==> src/hw/rtl/amrm_pkg.sv <==
// ----------------------------------------------------------------------------
// amrm_pkg
// Shared types and constants of the ambisonic render matrix mixer: field
// widths, register map, configuration bundle, queued operations and results.
// ----------------------------------------------------------------------------
`default_nettype none

package amrm_pkg;

    localparam int MAX_COMPONENTS_DEF      = 64;
    localparam int MAX_OUTPUT_CHANNELS_DEF = 32;
    localparam int QUEUE_DEPTH             = 4;

    localparam int IDX_W    = 6;
    localparam int CNT_W    = 7;
    localparam int SAMPLE_W = 24;
    localparam int COEF_W   = 24;
    localparam int PROD_W   = SAMPLE_W + COEF_W;
    localparam int OUT_W    = 32;
    localparam int ACC_W    = 56;
    localparam int RND_SHIFT = 20;
    localparam int RND_W    = ACC_W - RND_SHIFT;

    localparam int APB_ADDR_W = 5;
    localparam int APB_DATA_W = 32;

    localparam logic [2:0] REG_ORDER      = 3'd0;
    localparam logic [2:0] REG_CHAN_COUNT = 3'd1;
    localparam logic [2:0] REG_CLIP_EN    = 3'd2;
    localparam logic [2:0] REG_CLIP_UPPER = 3'd3;
    localparam logic [2:0] REG_CLIP_LOWER = 3'd4;

    localparam logic CMD_COEF   = 1'b0;
    localparam logic CMD_SAMPLE = 1'b1;

    typedef enum logic [1:0] {
        OP_COEF,
        OP_SAMPLE,
        OP_RENDER
    } op_kind_t;

    typedef struct packed {
        logic [CNT_W-1:0]        comp_count;
        logic [CNT_W-1:0]        chan_count;
        logic                    clip_en;
        logic signed [OUT_W-1:0] clip_upper;
        logic signed [OUT_W-1:0] clip_lower;
    } cfg_t;

    typedef struct packed {
        op_kind_t                   kind;
        logic [IDX_W-1:0]           spk;
        logic [IDX_W-1:0]           comp;
        logic signed [COEF_W-1:0]   data;
    } op_t;

    typedef struct packed {
        logic [IDX_W-1:0]        channel;
        logic signed [OUT_W-1:0] sample;
        logic                    clipped;
        logic                    last;
    } res_t;

endpackage

`default_nettype wire

==> src/hw/rtl/amrm_front.sv <==
// ----------------------------------------------------------------------------
// amrm_front
// Input side: accepts items, drops out-of-range writes and classifies the
// rest as coefficient write, sample store or sample store with render.
// ----------------------------------------------------------------------------
`default_nettype none

module amrm_front
    import amrm_pkg::*;
#(
    parameter int MAX_COMPONENTS      = MAX_COMPONENTS_DEF,
    parameter int MAX_OUTPUT_CHANNELS = MAX_OUTPUT_CHANNELS_DEF
)
(
    input  wire logic                       push,
    output logic                            full,
    input  wire logic                       command,
    input  wire logic [IDX_W-1:0]           speaker_index,
    input  wire logic [IDX_W-1:0]           component_index,
    input  wire logic signed [COEF_W-1:0]   coefficient_value,
    input  wire logic signed [SAMPLE_W-1:0] sample_value,
    input  cfg_t                            cfg,
    input  wire logic                       op_full,
    output logic                            op_push,
    output op_t                             op
);

    logic accept;
    logic comp_ok;
    logic spk_ok;
    logic is_last;

    assign full    = op_full;
    assign accept  = push && !op_full;
    assign comp_ok = 32'(component_index) < MAX_COMPONENTS;
    assign spk_ok  = 32'(speaker_index) < MAX_OUTPUT_CHANNELS;
    assign is_last = {1'b0, component_index} == (cfg.comp_count - CNT_W'(1));

    assign op_push = accept && comp_ok && (command == CMD_SAMPLE || spk_ok);

    always_comb
    begin
        op.spk  = speaker_index;
        op.comp = component_index;
        if (command == CMD_COEF)
        begin
            op.kind = OP_COEF;
            op.data = coefficient_value;
        end
        else
        begin
            op.kind = is_last ? OP_RENDER : OP_SAMPLE;
            op.data = sample_value;
        end
    end

endmodule

`default_nettype wire

==> config.mk <==
export PLATFORM = sky130hd
export DESIGN_NAME = amrm_front
export DESIGN_NICKNAME = d
export VERILOG_FILES = /design/src/hw/rtl/amrm_pkg.sv /design/src/hw/rtl/amrm_front.sv
export SDC_FILE = /design/constraint.sdc
export NUM_CORES = 1
export LEC_CHECK = 0
export BUFFER_PORTS_ARGS = -buffer_cell sky130_fd_sc_hd__buf_4
export CAP_MARGIN = 10
export CORE_AREA = 2 2 71 73
export DETAILED_ROUTE_END_ITERATION = 7
export DIE_AREA = 0 0 73 75
export GPL_ROUTABILITY_DRIVEN = 0
export GPL_TIMING_DRIVEN = 0
export SYNTH_ARGS = -nofsm -noshare
export SYNTH_HDL_FRONTEND = slang
export SYNTH_SLANG_ARGS = --single-unit
==> constraint.sdc <==
create_clock -name vclk -period 1.5
set_input_delay 0.3 -clock vclk [all_inputs]
set_output_delay 0.3 -clock vclk [all_outputs]
set_load 0.01 [all_outputs]
==> summary.txt <==
Cells and area
  – Fillers: 493
  – P&R area growth vs syn: 158%
  – # nets final: 323
  – FF/Latch Area: 0 um2
  – Ant. Diodes: 0
  – Layout cells sized above 1: 88.2%
  – Clock buffer cells: 0
  – Seq cells: 0
  – Fin cells: 232
  – Area of the multi-input gates: 528 um2

Timing
  – Highest Clock Rate: 548 MHz
  – Worst hold margin: 0.777 ns
  – RSZ-0062 raised after global routing: yes
  – Slew @ Worst Pin: 0.212 ns
  – Hold violation total from the final report: 0
  – Final setup viols: 2
  – Period utilization: 122%
  – Max-slew headroom: 85.7%
  – Final Critical Period: 1.82 ns
  – Slew Viols, Final: 0
  – Final worst setup slack: -0.325 ns

Detailed routing
  – Drc violations: 0
  – Vias: 889
  – First drt pass iteration count: 4
  – Detailed Route WL: 2540 um
  – DRT antenna net count: 0
  – First DRT Iteration DRCs: 4
  – WL per Instance: 10.9 um
  – Vias per cell: 3.83

Synth
  – Mapped Cells: 72
  – Yosys top cell by area: mux2_2
  – Total nets after synthesis: 215
  – Avg Cell Area, Syn: 8.45 um2
  – Synth area leaders: mux2_2, buf_4, xnor2_1
  – Ys Warns: 0
  – Part of the Yosys area used for sequential elements: 0%
  – Cell area after synthesis: 608 um2
  – Top-count cell post-synth: mux2_2
  – Synth unique cells: 24
  – Post-synth top cells: mux2_2, buf_4
  – Yosys top cell area share: 44.4%

Floorplanning
  – Die W: 73 um
  – Die Footprint: 5480 um2
  – FP Rows: 25
  – Chip Height: 75 um
  – Core area: 4660 um2
  – Initial Util: 13.0%
  – I/O pins: 182

Placed design
  – Post-Place Cells: 230
  – PortBufs: 104
  – Final HPWL DP: 2350 um

GRT
  – Global-route wire length before repair: 3200 um
  – Gr ovfl total: 0
  – Antenna violations before repair: 0
  – Pin count of the biggest net entering global routing: 11
  – Gr usage total: 7.21%
  – Number of global-route vias before repair: 683

Critical path
  – Crit path kind: in -> out
  – CP arrival: 1.52 ns
  – Critical path endpoint category: primary output
  – Critical path required time: 1.20 ns
  – Critical path peak fanout: 2
  – Startpoint types: primary input

Power and ir drop
  – Leakage: 0.797 nW
  – Peak VDD IR: 93.7 uV
  – PD cells: 305 nW/um2

Job
  – Maxcap violations: 0

Status
  – Status: finished with violations
  – Failing checks: negative setup slack

Hold path
  – Worst Hold Class: in -> out

Clock tree
  – Hold_buf cts: 0
[power breakdown]
group          switching, mW  internal [mW]
clock network              0              0
logic                  0.167          0.312
registers                  0              0
[layout make-up]
cell class / count / share of cell area [%]
tap: 54 / 4.30
timing repair buffer: 106 / 51.9
inverter: 4 / 2.07
multi-input combinational: 52 / 33.6
buffer: 16 / 8.12
[cell families after synthesis]
kind of cell / after synthesis / share of synthesized area [%]
XOR/XNOR: 8 / 11.5
AND/OR/NAND/NOR: 12 / 11.7
buffers and inverters: 20 / 20.8
multiplexers: 25 / 46.1
AO/OA/AOI/OAI: 6 / 7.82
adder cells (fa/ha/maj): 1 / 2.06
[worst max-delay path, stage by stage]
cell	delay [ns]
buf_8	0.10
inv_6	0.04
ha_4	0.19
xnor2_2	0.12
a211oi_2	0.18
o211ai_1	0.14
nor4bb_2	0.28
buf_4	0.17
[repair_timing]
action                     4_1_cts  5_1_grt
setup buffers                    2        0
setup endpoints to repair       22       18
pin swaps                        5        0
cloned                           0        0
resized for setup               10        3
[per-stage QoR]
| stage | instance area, um2 | utilization [%] | worst slack [ns] | setup TNS (ns) | power [mW] |
|---|---|---|---|---|---|
| floorplan | 667 | - | -0.133 | -0.133 | 0.205 |
| global placement | 1520 | 32.5 | -0.439 | -5.02 | 0.467 |
| detailed placement | 1520 | 32.5 | -0.451 | -4.99 | 0.470 |
| CTS | 1560 | 33.6 | -0.343 | -0.555 | 0.485 |
| global route | 1570 | 33.7 | -0.445 | -0.722 | 0.518 |
| finish | 1570 | 33.7 | -0.325 | -0.538 | 0.479 |
[routing by layer]
layer  wire length [um]  vias up  share of wire, %  global-route usage (%)
li1                   -      455                 -                       -
met1                984      378                39                    10.2
met2               1220       56                48                    11.1
met3                336        0                13                    2.68
met4                  0        0                 0                       0
met5                  0        -                 0                       0
[final timing paths]
| path | slack [ns] | endpoint | from | cells past startpoint |
|---|---|---|---|---|
| max | -0.32 | op[37] | cfg[72] | 8 |
| min | 0.78 | op[33] | speaker_index[3] | 2 |
[cell usage in the layout (no fill, tap or decap), types with 2 or more instances in the layout]
cell type / n
nor3_2: 2
xnor2_1: 2
nor2_1: 4
inv_1: 2
xnor2_2: 2
mux2_2: 24
xor2_1: 4
buf_4: 117
buf_6: 2
No activity file was read; power rests on OpenSTA's default activity.
