--- src/hw/rtl/amrm_pkg.sv ---
// ----------------------------------------------------------------------------
// amrm_pkg
// Shared types and constants of the ambisonic render matrix mixer: field
// widths, register map, configuration bundle, queued operations and results.
// ----------------------------------------------------------------------------
`default_nettype none

package amrm_pkg;

    localparam int MAX_COMPONENTS_DEF      = 64;
    localparam int MAX_OUTPUT_CHANNELS_DEF = 32;
    localparam int QUEUE_DEPTH             = 4;

    localparam int IDX_W    = 6;
    localparam int CNT_W    = 7;
    localparam int SAMPLE_W = 24;
    localparam int COEF_W   = 24;
    localparam int PROD_W   = SAMPLE_W + COEF_W;
    localparam int OUT_W    = 32;
    localparam int ACC_W    = 56;
    localparam int RND_SHIFT = 20;
    localparam int RND_W    = ACC_W - RND_SHIFT;

    localparam int APB_ADDR_W = 5;
    localparam int APB_DATA_W = 32;

    localparam logic [2:0] REG_ORDER      = 3'd0;
    localparam logic [2:0] REG_CHAN_COUNT = 3'd1;
    localparam logic [2:0] REG_CLIP_EN    = 3'd2;
    localparam logic [2:0] REG_CLIP_UPPER = 3'd3;
    localparam logic [2:0] REG_CLIP_LOWER = 3'd4;

    localparam logic CMD_COEF   = 1'b0;
    localparam logic CMD_SAMPLE = 1'b1;

    typedef enum logic [1:0] {
        OP_COEF,
        OP_SAMPLE,
        OP_RENDER
    } op_kind_t;

    typedef struct packed {
        logic [CNT_W-1:0]        comp_count;
        logic [CNT_W-1:0]        chan_count;
        logic                    clip_en;
        logic signed [OUT_W-1:0] clip_upper;
        logic signed [OUT_W-1:0] clip_lower;
    } cfg_t;

    typedef struct packed {
        op_kind_t                   kind;
        logic [IDX_W-1:0]           spk;
        logic [IDX_W-1:0]           comp;
        logic signed [COEF_W-1:0]   data;
    } op_t;

    typedef struct packed {
        logic [IDX_W-1:0]        channel;
        logic signed [OUT_W-1:0] sample;
        logic                    clipped;
        logic                    last;
    } res_t;

endpackage

`default_nettype wire

--- src/hw/rtl/amrm_regs.sv ---
// ----------------------------------------------------------------------------
// amrm_regs
// APB-style configuration registers and the derived component and channel
// counts used by the front and back ends.
// ----------------------------------------------------------------------------
`default_nettype none

module amrm_regs
    import amrm_pkg::*;
#(
    parameter int MAX_COMPONENTS      = MAX_COMPONENTS_DEF,
    parameter int MAX_OUTPUT_CHANNELS = MAX_OUTPUT_CHANNELS_DEF
)
(
    input  wire logic                  clk,
    input  wire logic                  rst_n,
    input  wire logic                  psel,
    input  wire logic                  penable,
    input  wire logic                  pwrite,
    input  wire logic [APB_ADDR_W-1:0] paddr,
    input  wire logic [APB_DATA_W-1:0] pwdata,
    output logic      [APB_DATA_W-1:0] prdata,
    output logic                       pready,
    output cfg_t                       cfg
);

    logic [2:0]              order_reg;
    logic [CNT_W-1:0]        chan_count_reg;
    logic                    clip_en_reg;
    logic signed [OUT_W-1:0] clip_upper_reg;
    logic signed [OUT_W-1:0] clip_lower_reg;

    logic       wr_en;
    logic [2:0] reg_idx;
    logic [3:0] order_p1;
    logic [7:0] comp_sq;

    assign pready  = 1'b1;
    assign wr_en   = psel & penable & pwrite;
    assign reg_idx = paddr[APB_ADDR_W-1:2];

    always_ff @(posedge clk or negedge rst_n)
    begin
        if (!rst_n)
        begin
            order_reg      <= 3'd0;
            chan_count_reg <= CNT_W'(1);
            clip_en_reg    <= 1'b0;
            clip_upper_reg <= 32'sd8388607;
            clip_lower_reg <= -32'sd8388608;
        end
        else if (wr_en)
        begin
            case (reg_idx)
                REG_ORDER:      order_reg      <= pwdata[2:0];
                REG_CHAN_COUNT: chan_count_reg <= pwdata[CNT_W-1:0];
                REG_CLIP_EN:    clip_en_reg    <= pwdata[0];
                REG_CLIP_UPPER: clip_upper_reg <= pwdata[OUT_W-1:0];
                REG_CLIP_LOWER: clip_lower_reg <= pwdata[OUT_W-1:0];
                default:        ;
            endcase
        end
    end

    always_comb
    begin
        prdata = '0;
        case (reg_idx)
            REG_ORDER:      prdata = {29'd0, order_reg};
            REG_CHAN_COUNT: prdata = {{(APB_DATA_W-CNT_W){1'b0}}, chan_count_reg};
            REG_CLIP_EN:    prdata = {31'd0, clip_en_reg};
            REG_CLIP_UPPER: prdata = clip_upper_reg;
            REG_CLIP_LOWER: prdata = clip_lower_reg;
            default:        prdata = '0;
        endcase
    end

    assign order_p1 = {1'b0, order_reg} + 4'd1;
    assign comp_sq  = 8'(order_p1 * order_p1);

    always_comb
    begin
        if (32'(comp_sq) > MAX_COMPONENTS)
            cfg.comp_count = CNT_W'(MAX_COMPONENTS);
        else
            cfg.comp_count = comp_sq[CNT_W-1:0];

        if (chan_count_reg == '0)
            cfg.chan_count = CNT_W'(1);
        else if (32'(chan_count_reg) > MAX_OUTPUT_CHANNELS)
            cfg.chan_count = CNT_W'(MAX_OUTPUT_CHANNELS);
        else
            cfg.chan_count = chan_count_reg;

        cfg.clip_en    = clip_en_reg;
        cfg.clip_upper = clip_upper_reg;
        cfg.clip_lower = clip_lower_reg;
    end

endmodule

`default_nettype wire

--- config.mk ---
export PLATFORM = sky130hd
export DESIGN_NAME = amrm_regs
export DESIGN_NICKNAME = d
export VERILOG_FILES = /design/src/hw/rtl/amrm_pkg.sv /design/src/hw/rtl/amrm_regs.sv
export SDC_FILE = /design/constraint.sdc
export NUM_CORES = 1
export LEC_CHECK = 0
export ABC_AREA = 1
export BUFFER_PORTS_ARGS = -buffer_cell sky130_fd_sc_hd__buf_2
export CELL_PAD_IN_SITES_DETAIL_PLACEMENT = 0
export CELL_PAD_IN_SITES_GLOBAL_PLACEMENT = 2
export CORE_MARGIN = 3
export CORE_UTILIZATION = 26
export CTS_CLUSTER_SIZE = 40
export DETAILED_ROUTE_END_ITERATION = 7
export PLACE_DENSITY_LB_ADDON = 0.05
export SETUP_SLACK_MARGIN = 0.4
export SLEW_MARGIN = 20
export SYNTH_ARGS = -nofsm -noshare
export SYNTH_HDL_FRONTEND = slang
export SYNTH_SLANG_ARGS = --single-unit
--- constraint.sdc ---
create_clock -name clk -period 2.2 [get_ports clk]
set_input_delay 0.44 -clock clk [delete_from_list [all_inputs] [get_ports clk]]
set_output_delay 0.44 -clock clk [all_outputs]
set_load 0.01 [all_outputs]
==> results.json <==
{
  "dr.pass1.iters": 4,
  "antenna_left": 0,
  "power_density_nw_per_um2": 889,
  "synthToLayoutAreaGrowth_pct": 44.9,
  "worst_setup_path_end_kind": "output port",
  "start_util": 0.270,
  "met3_usage": 0.0372,
  "grt_overflow": 0,
  "swShare": 0.340,
  "post-route-min-period_ns": 2.74,
  "drt_iter0_drc": 128,
  "fillers": 1526,
  "vdd_ir_drop_max_uv": 339,
  "wire_per_inst_um": 15.4,
  "arrival_ns": 2.30,
  "io_buffers": 148,
  "die_y_um": 130,
  "critPathLaunchType": "flop",
  "core_area_um2": 14800,
  "synth_area_um2": 4010,
  "finalPower_mw": 5.16,
  "gp_congestion": 0.700,
  "min_path_type": "in -> async",
  "grt_pass1_wl_um": 17900,
  "die_x_um": 130,
  "drive_above_1_share": 0.579,
  "cts_tree": "done",
  "root_buffer": "clkbuf_16",
  "cp.required_ns": 1.76,
  "max_slew.worst_pin.slew_ns": 0.515,
  "yosysSeqAreaShare": 0.479,
  "utilization": 0.392,
  "grt_usage": 0.138,
  "grt_use_met2": 0.213,
  "p_int_mw": 3.41,
  "finalCritPeriodShare": 1.25,
  "status": "finished, violations left",
  "rsz0062_at_grt": "true",
  "fin_area_um2": 5800,
  "grt_pass1_vias": 3316,
  "clk_pin_slew_ns": 0.06,
  "via_per_inst": 4.41,
  "nNetsFinal": 651,
  "synth-seq-cells": 75,
  "path_class": "reg -> out",
  "drc": 0,
  "clock_skew_ns": 0,
  "yosysTopAreaCell": "dfrtp_1",
  "clock_sinks": 75,
  "power.leakage_nw": 3.06,
  "hold_violations": 0,
  "slew_viol_final": 0,
  "dieArea_um2": 16900,
  "htreeDepth": 3,
  "max_freq_ghz": 0.365,
  "critPathMaxFanout": 4,
  "power_frac_clock": 0.268,
  "violations": "negative setup slack",
  "clock_latency_ns": 0.33,
  "yosysTopAreaCellShare": 0.262,
  "maxCapViolCount": 0,
  "ys_warn_count": 0,
  "power_switching_mw": 1.75,
  "power_frac_seq": 0.381,
  "ys_top_cells_by_area": "dfrtp_1 (26%), dfstp_2 (22%), o21ai_2 (16%)",
  "use_met1": 0.187,
  "vias": 3491,
  "clock_path_buffers": 2,
  "fp-row-count": 44,
  "slew_headroom": 0.657,
  "num_io_pins": 154,
  "synth_cell_types": 27,
  "grt_max_degree": 43,
  "cts_buffers": 9,
  "combPwrFrac": 0.351,
  "setup_viol_count_final": 6,
  "dpl.hpwl_um": 8240,
  "grt_busiest_layer": "met2",
  "diodes": 0,
  "avgSynthCellArea_um2": 9.29,
  "wirelength_um": 12200,
  "synth_cells": 431,
  "antenna_found_initial": 1,
  "placed_area_um2": 5010,
  "fin_ws_ns": -0.540
}
==> stage by stage <==
step	cells	setup TNS (ns)	setup slack, ns	hold WS (ns)
after floorplan	433	-0.235	-0.0650	0.144
after global placement	757	-1.18	-0.221	0.439
after detailed placement	757	-1.36	-0.252	0.440
after CTS	783	-3.24	-0.558	0.0756
after global routing	792	-3.83	-0.670	0.0886
final	792	-3.02	-0.540	0.0655
==> routing by layer <==
metal / wire (µm) / share of wire
met3: 821 / 0.067
met5: 18 / 0.0015
met4: 165 / 0.014
met1: 5590 / 0.46
met2: 5590 / 0.46
==> kinds of logic (layout without fill, tap and decap cells) <==
family / count (synthesis) / in the layout / synth area share
AOI/OAI and AO/OA: 106 / 106 / 0.225
and+or+nand+nor: 157 / 157 / 0.165
xor gates and xnor gates: 1 / 1 / 0.00219
buffers and inverters: 84 / 259 / 0.109
adders and majority gates: 6 / 6 / 0.0187
DFF: 75 / 75 / 0.479
other: 2 / 4 / 0.00188
==> Yosys cell counts, drive strengths merged <==
library cell	n
nand4	2
inv	60
o21ai	77
nor2	23
conb	2
and2	2
a31oi	1
dfrtp	42
nand2	117
nand3b	2
dfstp	33
nand3	8
nor3	1
or2	1
a22o	25
a21oi	1
and3	1
xor2	1
buf	24
ha	6
o2111ai	2
==> worst max-delay path, cell delays in order (launching register included) <==
cell,delay (ns)
dfrtp_2,0.44
ha_4,0.18
xor2_2,0.15
inv_1,0.08
nor2_1,0.04
ha_1,0.30
nor2_1,0.11
nor2_1,0.06
nor2_1,0.14
nand3_2,0.09
nand2_2,0.09
nand2_4,0.09
nor2_4,0.09
buf_6,0.10
==> cell usage in the layout (no fill, tap or decap), types with 6 or more instances in the layout <==
cell / instances
buf_6: 13
inv_2: 7
dfrtp_1: 40
inv_1: 51
a22o_1: 25
buf_2: 135
nor2_1: 14
buf_4: 19
buf_12: 7
clkbuf_16: 13
nand2_2: 12
nor2_4: 6
nand2_1: 100
o21ai_2: 72
dfstp_2: 33
==> repair_timing <==
action	CTS	global route
hold buffers	0	0
resized for setup	37	33
endpoints found under the hold margin	0	0
buffers inserted	8	4
pin swaps	10	31
gates cloned	2	5
endpoints found under the setup margin	39	34
==> power by group through the flow <==
| stage | sequential [mW] | clock, mW | combinational (mW) |
|---|---|---|---|
| CTS | 1.97 | 1.44 | 1.77 |
| detailed placement | 1.99 | 0 | 1.60 |
| global placement | 1.98 | 0 | 1.59 |
| finish | 1.97 | 1.39 | 1.81 |
| global route | 2.01 | 1.49 | 2.00 |
| floorplan | 2.05 | 0 | 0.889 |
==> path summary, 6_finish.rpt <==
path,from,to,slack (ns),cells after the start
max,order_reg[1],cfg[72],-0.54,13
min,rst_n,order_reg[2],0.07,1
max reg2reg,order_reg[1],order_reg[1],1.31,3
min reg2reg,clip_upper_reg[11],clip_upper_reg[11],0.49,2
max in group asynchronous,rst_n,clip_lower_reg[26],1.47,2
min in group clk,pwdata[2],order_reg[2],0.34,3
==> layout make-up <==
class	instances	area, µm²	share of cell area
Clock buffer	12	256	0.0442
Clock inverter	4	25.0	0.00431
Inverter	60	238	0.0410
Multi-Input combinational cell	274	1830	0.315
Sequential cell	75	1920	0.331
Tap cell	184	230	0.0397
Timing Repair Buffer	183	1310	0.225
Power figures use the tool's default switching activity.
