[src/hw/rtl/amrm_pkg.sv]
// ----------------------------------------------------------------------------
// amrm_pkg
// Shared types and constants of the ambisonic render matrix mixer: field
// widths, register map, configuration bundle, queued operations and results.
// ----------------------------------------------------------------------------
`default_nettype none

package amrm_pkg;

    localparam int MAX_COMPONENTS_DEF      = 64;
    localparam int MAX_OUTPUT_CHANNELS_DEF = 32;
    localparam int QUEUE_DEPTH             = 4;

    localparam int IDX_W    = 6;
    localparam int CNT_W    = 7;
    localparam int SAMPLE_W = 24;
    localparam int COEF_W   = 24;
    localparam int PROD_W   = SAMPLE_W + COEF_W;
    localparam int OUT_W    = 32;
    localparam int ACC_W    = 56;
    localparam int RND_SHIFT = 20;
    localparam int RND_W    = ACC_W - RND_SHIFT;

    localparam int APB_ADDR_W = 5;
    localparam int APB_DATA_W = 32;

    localparam logic [2:0] REG_ORDER      = 3'd0;
    localparam logic [2:0] REG_CHAN_COUNT = 3'd1;
    localparam logic [2:0] REG_CLIP_EN    = 3'd2;
    localparam logic [2:0] REG_CLIP_UPPER = 3'd3;
    localparam logic [2:0] REG_CLIP_LOWER = 3'd4;

    localparam logic CMD_COEF   = 1'b0;
    localparam logic CMD_SAMPLE = 1'b1;

    typedef enum logic [1:0] {
        OP_COEF,
        OP_SAMPLE,
        OP_RENDER
    } op_kind_t;

    typedef struct packed {
        logic [CNT_W-1:0]        comp_count;
        logic [CNT_W-1:0]        chan_count;
        logic                    clip_en;
        logic signed [OUT_W-1:0] clip_upper;
        logic signed [OUT_W-1:0] clip_lower;
    } cfg_t;

    typedef struct packed {
        op_kind_t                   kind;
        logic [IDX_W-1:0]           spk;
        logic [IDX_W-1:0]           comp;
        logic signed [COEF_W-1:0]   data;
    } op_t;

    typedef struct packed {
        logic [IDX_W-1:0]        channel;
        logic signed [OUT_W-1:0] sample;
        logic                    clipped;
        logic                    last;
    } res_t;

endpackage

`default_nettype wire

[src/hw/rtl/amrm_queue.sv]
// ----------------------------------------------------------------------------
// amrm_queue
// Small synchronous FIFO that decouples the front end, the back end and the
// result consumer.
// ----------------------------------------------------------------------------
`default_nettype none

module amrm_queue
    import amrm_pkg::*;
#(
    parameter int WIDTH = 8,
    parameter int DEPTH = QUEUE_DEPTH
)
(
    input  wire logic             clk,
    input  wire logic             rst_n,
    input  wire logic             wr_en,
    input  wire logic [WIDTH-1:0] wr_data,
    output logic                  full,
    input  wire logic             rd_en,
    output logic      [WIDTH-1:0] rd_data,
    output logic                  empty
);

    localparam int PTR_W   = (DEPTH > 1) ? $clog2(DEPTH) : 1;
    localparam int COUNT_W = $clog2(DEPTH + 1);

    logic [WIDTH-1:0]   mem [DEPTH];
    logic [PTR_W-1:0]   wr_ptr_reg;
    logic [PTR_W-1:0]   rd_ptr_reg;
    logic [COUNT_W-1:0] count_reg;
    logic               do_wr;
    logic               do_rd;

    assign full    = count_reg == COUNT_W'(DEPTH);
    assign empty   = count_reg == '0;
    assign do_wr   = wr_en && !full;
    assign do_rd   = rd_en && !empty;
    assign rd_data = mem[rd_ptr_reg];

    always_ff @(posedge clk)
    begin
        if (do_wr)
            mem[wr_ptr_reg] <= wr_data;
    end

    always_ff @(posedge clk or negedge rst_n)
    begin
        if (!rst_n)
        begin
            wr_ptr_reg <= '0;
            rd_ptr_reg <= '0;
            count_reg  <= '0;
        end
        else
        begin
            if (do_wr)
                wr_ptr_reg <= (32'(wr_ptr_reg) == DEPTH - 1) ? '0 : wr_ptr_reg + PTR_W'(1);
            if (do_rd)
                rd_ptr_reg <= (32'(rd_ptr_reg) == DEPTH - 1) ? '0 : rd_ptr_reg + PTR_W'(1);
            if (do_wr && !do_rd)
                count_reg <= count_reg + COUNT_W'(1);
            else if (do_rd && !do_wr)
                count_reg <= count_reg - COUNT_W'(1);
        end
    end

endmodule

`default_nettype wire

[config.mk]
export PLATFORM = sky130hd
export DESIGN_NAME = amrm_queue
export DESIGN_NICKNAME = d
export VERILOG_FILES = /design/src/hw/rtl/amrm_pkg.sv /design/src/hw/rtl/amrm_queue.sv
export SDC_FILE = /design/constraint.sdc
export NUM_CORES = 1
export LEC_CHECK = 0
export BUFFER_PORTS_ARGS = -buffer_cell sky130_fd_sc_hd__buf_2
export CELL_PAD_IN_SITES_DETAIL_PLACEMENT = 1
export CELL_PAD_IN_SITES_GLOBAL_PLACEMENT = 2
export CORE_MARGIN = 5
export CORE_UTILIZATION = 30
export CTS_CLUSTER_SIZE = 8
export DETAILED_ROUTE_END_ITERATION = 10
export MAX_ROUTING_LAYER = met4
export PLACE_DENSITY = 0.72
export SETUP_SLACK_MARGIN = 0.2
export SLEW_MARGIN = 15
export SYNTH_ARGS = -nofsm -noshare
export SYNTH_HDL_FRONTEND = slang
export SYNTH_SLANG_ARGS = --single-unit
[constraint.sdc]
create_clock -name clk -period 2 [get_ports clk]
set_clock_uncertainty 0.2 [all_clocks]
set_input_delay 0.5 -clock clk [delete_from_list [all_inputs] [get_ports clk]]
set_output_delay 0.5 -clock clk [all_outputs]
set_load 0.1 [all_outputs]
==> metrics.md, run 1 <==
| Metric | Value |
|---|---|
| Final Cell Area | `2100 sq um` |
| Setup crit start kind | `register` |
| Type of the worst setup path | `reg2out` |
| Post-synthesis cell type count | `19` |
| Via count | `810` |
| Cell taking the most area after synthesis | `edfxtp_1` |
| Routed WL | `2.87 mm` |
| H-tree level count | `2` |
| Avg Inst Size Synth | `20.5 sq um` |
| Share of the synthesized area in the top cell type | `59.3%` |
| Placer Congestion | `0.718` |
| Seq/Total Area, Yosys | `70.1%` |
| Slew HR | `73.4%` |
| Cells on worst reg2reg path | `8` |
| Failing checks | `negative setup slack` |
| Die Y | `83.5 microns` |
| Worst Hold Launch | `wr_data[4]` |
| Die width | `83.5 microns` |
| Clk pin slew, worst setup/hold paths | `0.07 ns` |
| Final count of pins violating max slew | `0` |
| Post-route ant nets | `0` |
| Area of the mapped netlist | `1620 sq um` |
| DR WL/cell | `15.3 microns` |
| Antenna violations before repair | `0` |
| Vias in the first global route | `977` |
| DR DRC count | `0` |
| Worst setup margin | `-0.264 ns` |
| Global Route Usage Sum | `9.36%` |
| CP required | `1.30 ns` |
| I/O Pins | `22` |
| Area contributors post-synth | `edfxtp_1, mux4_2, dfrtp_1` |
| CP max FO | `6` |
| Row count | `26` |
| Hold depth | `1` |
| Core Area | `5170 sq um` |
| Area of the multi-input gates | `484 sq um` |
| Longest Clk Path Bufs | `2` |
| Max FFs per register | `32` |
| Setup violations, final | `8` |
| CTS Sinks | `39` |
| Worst min-delay path class | `in2reg` |
| Ratio of cells with drive above 1 in the final layout | `55.1%` |
| Grt ovf | `0` |
| Layout net count | `136` |
| Worst Max-Slew Pin Slew | `0.399 ns` |
| CTS tree | `yes` |
| Post-DR vias/cell | `4.31` |
| DRT iter0 DRCs | `31` |
| Ant diodes | `0` |
| Area growth syn-to-layout | `29.9%` |
| Status | `finished, violations left` |
| Synthesis Warnings | `0` |
| Worst EP arrival | `1.56 ns` |
| Post-layout min period | `2.26 ns` |
| Final period utilization | `113%` |
| Worst R2R Start | `count_reg[0]` |
| #FFs+latches synth | `39` |
| First-pass GRT wire length | `4.86 mm` |
| Root Driver | `clkbuf_8` |
| Post-DP HPWL | `2.09 mm` |
| Kind of end point of the critical path | `output port` |
| Placed Area | `1950 sq um` |
| Worst R2R End | `count_reg[2]` |
| Die footprint | `6970 sq um` |
| Later-pin clock latency in the skew report | `0.28 ns` |
| TritonCTS buffer count | `5` |
| Final hold vios | `0` |
| Syn nets | `98` |
| Hold Path End | `mem[1][4]` |
| TritonRoute pass-1 iters | `4` |
| FILL cells | `514` |
| Syn Inst Count | `79` |
| Max Cap Violations | `0` |
| FF+latch area | `1140 sq um` |
| PortBufs | `21` |
| Largest net degree at the start of global routing | `12` |
| Max Freq | `0.442 GHz` |
| Pre-CTS setup slack | `-0.0683 ns` |
| Initial core utilization | `31.3%` |
| R2r setup slk | `0.01 ns` |
| RSZ-0062 raised after global routing | `yes` |
-- cell usage after synthesis --
| cell type | instances |
|---|---|
| inv_1 | 3 |
| xnor2_1 | 1 |
| nand2b_4 | 1 |
| nor3b_4 | 1 |
| buf_1 | 1 |
| mux2_4 | 2 |
| edfxtp_1 | 32 |
| fa_1 | 1 |
| mux2_2 | 3 |
| nor2_1 | 3 |
| ha_1 | 6 |
| nor2b_2 | 1 |
| nor3_1 | 1 |
| mux4_2 | 8 |
| dfrtp_1 | 7 |
| xor2_1 | 2 |
| and2_2 | 4 |
| buf_2 | 1 |
| buf_6 | 1 |
-- metal layers --
layer	vias to the layer above	GRT usage, %	share of wire [%]
met5	-	-	0
met4	0	3.07	1.4
li1	375	-	-
met1	410	9.57	39
met2	20	16.6	54
met3	5	3.46	5.3
-- through the flow --
stage	TNS [ns]	hold WS [ns]	utilization (%)	instances
floorplan	-9.57	0.00441	-	79
global placement	-0.216	0.150	37.7	178
detailed placement	-0.388	0.156	37.7	178
CTS	-2.26	0.215	40.6	188
global route	-2.68	0.224	40.7	188
finish	-2.05	0.227	40.7	188
-- worst max-delay path: stages, from the launching register on --
cell	delay [ns]
dfrtp_1	0.42
buf_12	0.15
mux4_2	0.51
buf_6	0.20
-- cells in the final DEF, fill, tap and decap left out, types with 2 or more instances in the layout --
cell type | Yosys | routed
clkbuf_1 | 0 | 2
mux4_2 | 8 | 8
edfxtp_1 | 32 | 32
buf_6 | 1 | 7
mux2_2 | 3 | 3
buf_2 | 1 | 11
dfrtp_2 | 0 | 2
clkbuf_8 | 0 | 5
ha_1 | 6 | 5
and2_4 | 0 | 4
xor2_1 | 2 | 2
inv_1 | 3 | 2
nor2_1 | 3 | 3
buf_4 | 0 | 11
dfrtp_1 | 7 | 5
mux2_4 | 2 | 2
buf_12 | 0 | 3
-- logic make-up after synthesis --
logic type | synth area share [%]
XOR/XNOR | 1.62
adder cells (fa/ha/maj) | 5.87
buffers and inverters | 1.93
flip-flops | 70.1
multiplexers | 15.1
AND/OR/NAND/NOR | 5.41
-- repair_timing --
| action | 4_1_cts | 5_1_grt |
|---|---|---|
| setup endpoints to repair | 12 | 12 |
| pin swaps | 3 | 1 |
| resized for setup | 18 | 1 |
| setup buffers | 1 | 0 |
| endpoints found under the hold margin | 7 | 0 |
| hold buffers | 1 | 0 |
-- final cells by class --
class,instances,area share [%]
Tap cell,70,4.16
Clock buffer,7,3.63
Timing Repair Buffer,34,14.3
Clock inverter,1,0.238
Inverter,3,0.535
Sequential cell,39,54.1
Multi-Input combinational cell,34,23.0
-- worst max-delay path by stage --
stage | cells after the start | end | start
after floorplan | 8 | count_reg[2] | count_reg[0]
after global placement | 8 | count_reg[2] | wr_en
after detailed placement | 8 | count_reg[2] | count_reg[2]
after CTS | 3 | rd_data[2] | rd_ptr_reg[0]
after global routing | 3 | rd_data[4] | rd_ptr_reg[0]
final | 3 | rd_data[4] | rd_ptr_reg[0]
Power of run 1 is left out: the tool's default activity adds up to more than one toggle a clock period on the data nets, which glitch-free logic cannot reach.
==> run 2, diff against run 1 <==
Settings changed: CORE_MARGIN 5 to not set, CORE_UTILIZATION 30 to 42, PLACE_DENSITY 0.72 to 0.89.
Clock period 2 ns to 2.28 ns, I/O delays scaled along.
==> run 2 against run 1 <==
Register-to-register slack improved by 0.16 ns. Highest routed layer unchanged. Largest cell class unchanged. Cell area increased by 0.12%. Final cell count decreased by 14%. Critical endpoint is now rd_data[6]. The flow still finishes with violations (negative setup slack). Sequential share of layout area decreased by 0.064 points.
==> metrics.md, run 2 (synthesis results as in run 1) <==
| Metric | Value |
|---|---|
| Status | `finished, violations left` |
| Failing checks | `negative setup slack` |
| Most common cell after layout, fill and taps aside | `edfxtp_1` |
| Setup tns final | `-0.295 ns (+1.76 ns)` |
| Grt ovf | `0 (unchanged)` |
| CTS tree | `yes` |
| Setup crit start kind | `register` |
| Worst min-delay path class | `in2reg` |
| Core Area | `3690 sq um (-29%)` |
| Worst Max-Slew Pin Slew | `0.413 ns (+0.0149 ns)` |
| Antenna violations before repair | `0 (unchanged)` |
| Worst EP arrival | `1.56 ns (about the same)` |
| Routed WL | `3.04 mm (+6.0%)` |
| Max Cap Violations | `0 (unchanged)` |
| CP max FO | `5 (-1)` |
| First-pass GRT wire length | `4.89 mm (+0.58%)` |
| Max Freq | `0.429 GHz` |
| Final period utilization | `102%` |
| Fin cells | `162 (-14%)` |
| Ratio of cells with drive above 1 in the final layout | `56.1% (+1.1 points)` |
| PortBufs | `21 (unchanged)` |
| Post-DP HPWL | `1.99 mm (-4.6%)` |
| H-tree level count | `2 (unchanged)` |
| Largest net degree at the start of global routing | `13 (+1)` |
| Largest stage delay on the critical path | `0.53 ns (+0.02 ns)` |
| Max FFs per register | `32 (unchanged)` |
| I/O Pins | `22 (unchanged)` |
| Root Driver | `clkbuf_8` |
| TritonRoute pass-1 iters | `2 (-2)` |
| CP required | `1.51 ns (+0.21 ns)` |
| TritonCTS buffer count | `5 (unchanged)` |
| DRT iter0 DRCs | `18 (-42%)` |
| Later-pin clock latency in the skew report | `0.29 ns (about the same)` |
| Die width | `64.1 microns (-23%)` |
| Initial core utilization | `43.9% (+13 points)` |
| Post-layout min period | `2.33 ns` |
| Die footprint | `4110 sq um (-41%)` |
| Longest Clk Path Bufs | `2 (unchanged)` |
| Global Route Usage Sum | `17.7% (+8.4 points)` |
| Type of the worst setup path | `reg2out` |
| Area growth syn-to-layout | `30.0%` |
| Crit-path cells | `buf_6 > mux4_2 > buf_12` |
| RSZ-0062 raised after global routing | `yes` |
| Ant diodes | `0 (unchanged)` |
| Row count | `22 (-15%)` |
| Most frequent cells in the layout | `edfxtp_1, buf_2, buf_6` |
| Clk pin slew, worst setup/hold paths | `0.08 ns (about the same)` |
| Cell with the largest stage delay on the worst path | `mux4_2` |
| Setup violations, final | `8 (unchanged)` |
| Kind of end point of the critical path | `output port` |
| Post-DR vias/cell | `5.02 (+17%)` |
| Via count | `814 (+0.49%)` |
| Post-route ant nets | `0 (unchanged)` |
| Final hold vios | `0 (unchanged)` |
| CTS Sinks | `39 (unchanged)` |
| DR DRC count | `0 (unchanged)` |
| Vias in the first global route | `906 (-7.3%)` |
| Layout net count | `132 (-2.9%)` |
| Worst setup margin | `-0.0514 ns (+0.212 ns)` |
| DR WL/cell | `18.8 microns (+23%)` |
| Die Y | `64.1 microns (-23%)` |
| Placer Congestion | `0.648 (-9.8%)` |
| Final count of pins violating max slew | `0 (unchanged)` |
| Slew HR | `72.4% (-0.99 points)` |
| # placed instances | `148 (-17%)` |
[run 2: what timing repair did]
action	CTS	global route
gates cloned	0	0
gates resized for setup	23	9
setup endpoints to repair	11	12
setup buffers	4	1
endpoints found under the hold margin	7	0
hold buffers	1	0
pin swaps	3	0
[run 2: area by class of cell]
class | instances | area [sq um]
Tap cell | 48 | 60.1
Fill cell | 348 | 1580
Clock inverter | 2 | 60.1
Clock buffer | 6 | 72.6
Sequential cell | 39 | 1140
Multi-Input combinational cell | 34 | 498
Timing Repair Buffer | 30 | 267
Inverter | 3 | 11.3
[run 2: worst paths after layout]
path / start / slack [ns] / cells after the start / to
min in group asynchronous: rst_n / 0.43 / 2 / count_reg[2]
hold reg to reg: count_reg[2] / 0.37 / 1 / count_reg[2]
setup reg to reg: count_reg[2] / 0.17 / 6 / count_reg[1]
max in group asynchronous: rst_n / 1.28 / 2 / count_reg[0]
hold / removal: wr_data[4] / 0.29 / 1 / mem[1][4]
setup / recovery: rd_ptr_reg[0] / -0.05 / 3 / rd_data[6]
[run 2: metal layers]
metal / routed length [microns] / global-route usage [%] / vias up
li1: - / - / 365
met1: 1310 / 21.2 / 427
met2: 1560 / 28.2 / 15
met3: 111 / 5.54 / 7
met4: 56 / 6.67 / 0
met5: 0 / - / -
[run 2: per-stage QoR]
stage,hold WS [ns],area [sq um],worst slack [ns],util [%]
after floorplan,0.0744,1650,-0.501,-
after global placement,0.212,1820,0.189,49.3
after detailed placement,0.213,1820,0.131,49.3
after CTS,0.280,2060,-0.0471,56.0
after global routing,0.286,2110,-0.110,57.1
final,0.290,2110,-0.0514,57.1
[run 2: worst max-delay path: cells and delay by family (launching register included)]
| family | cells | cell delay (ns) |
|---|---|---|
| buf+inv | 2 | 0.34 |
| mux | 1 | 0.53 |
| flops | 1 | 0.40 |
Power of run 2 is left out for the same reason.
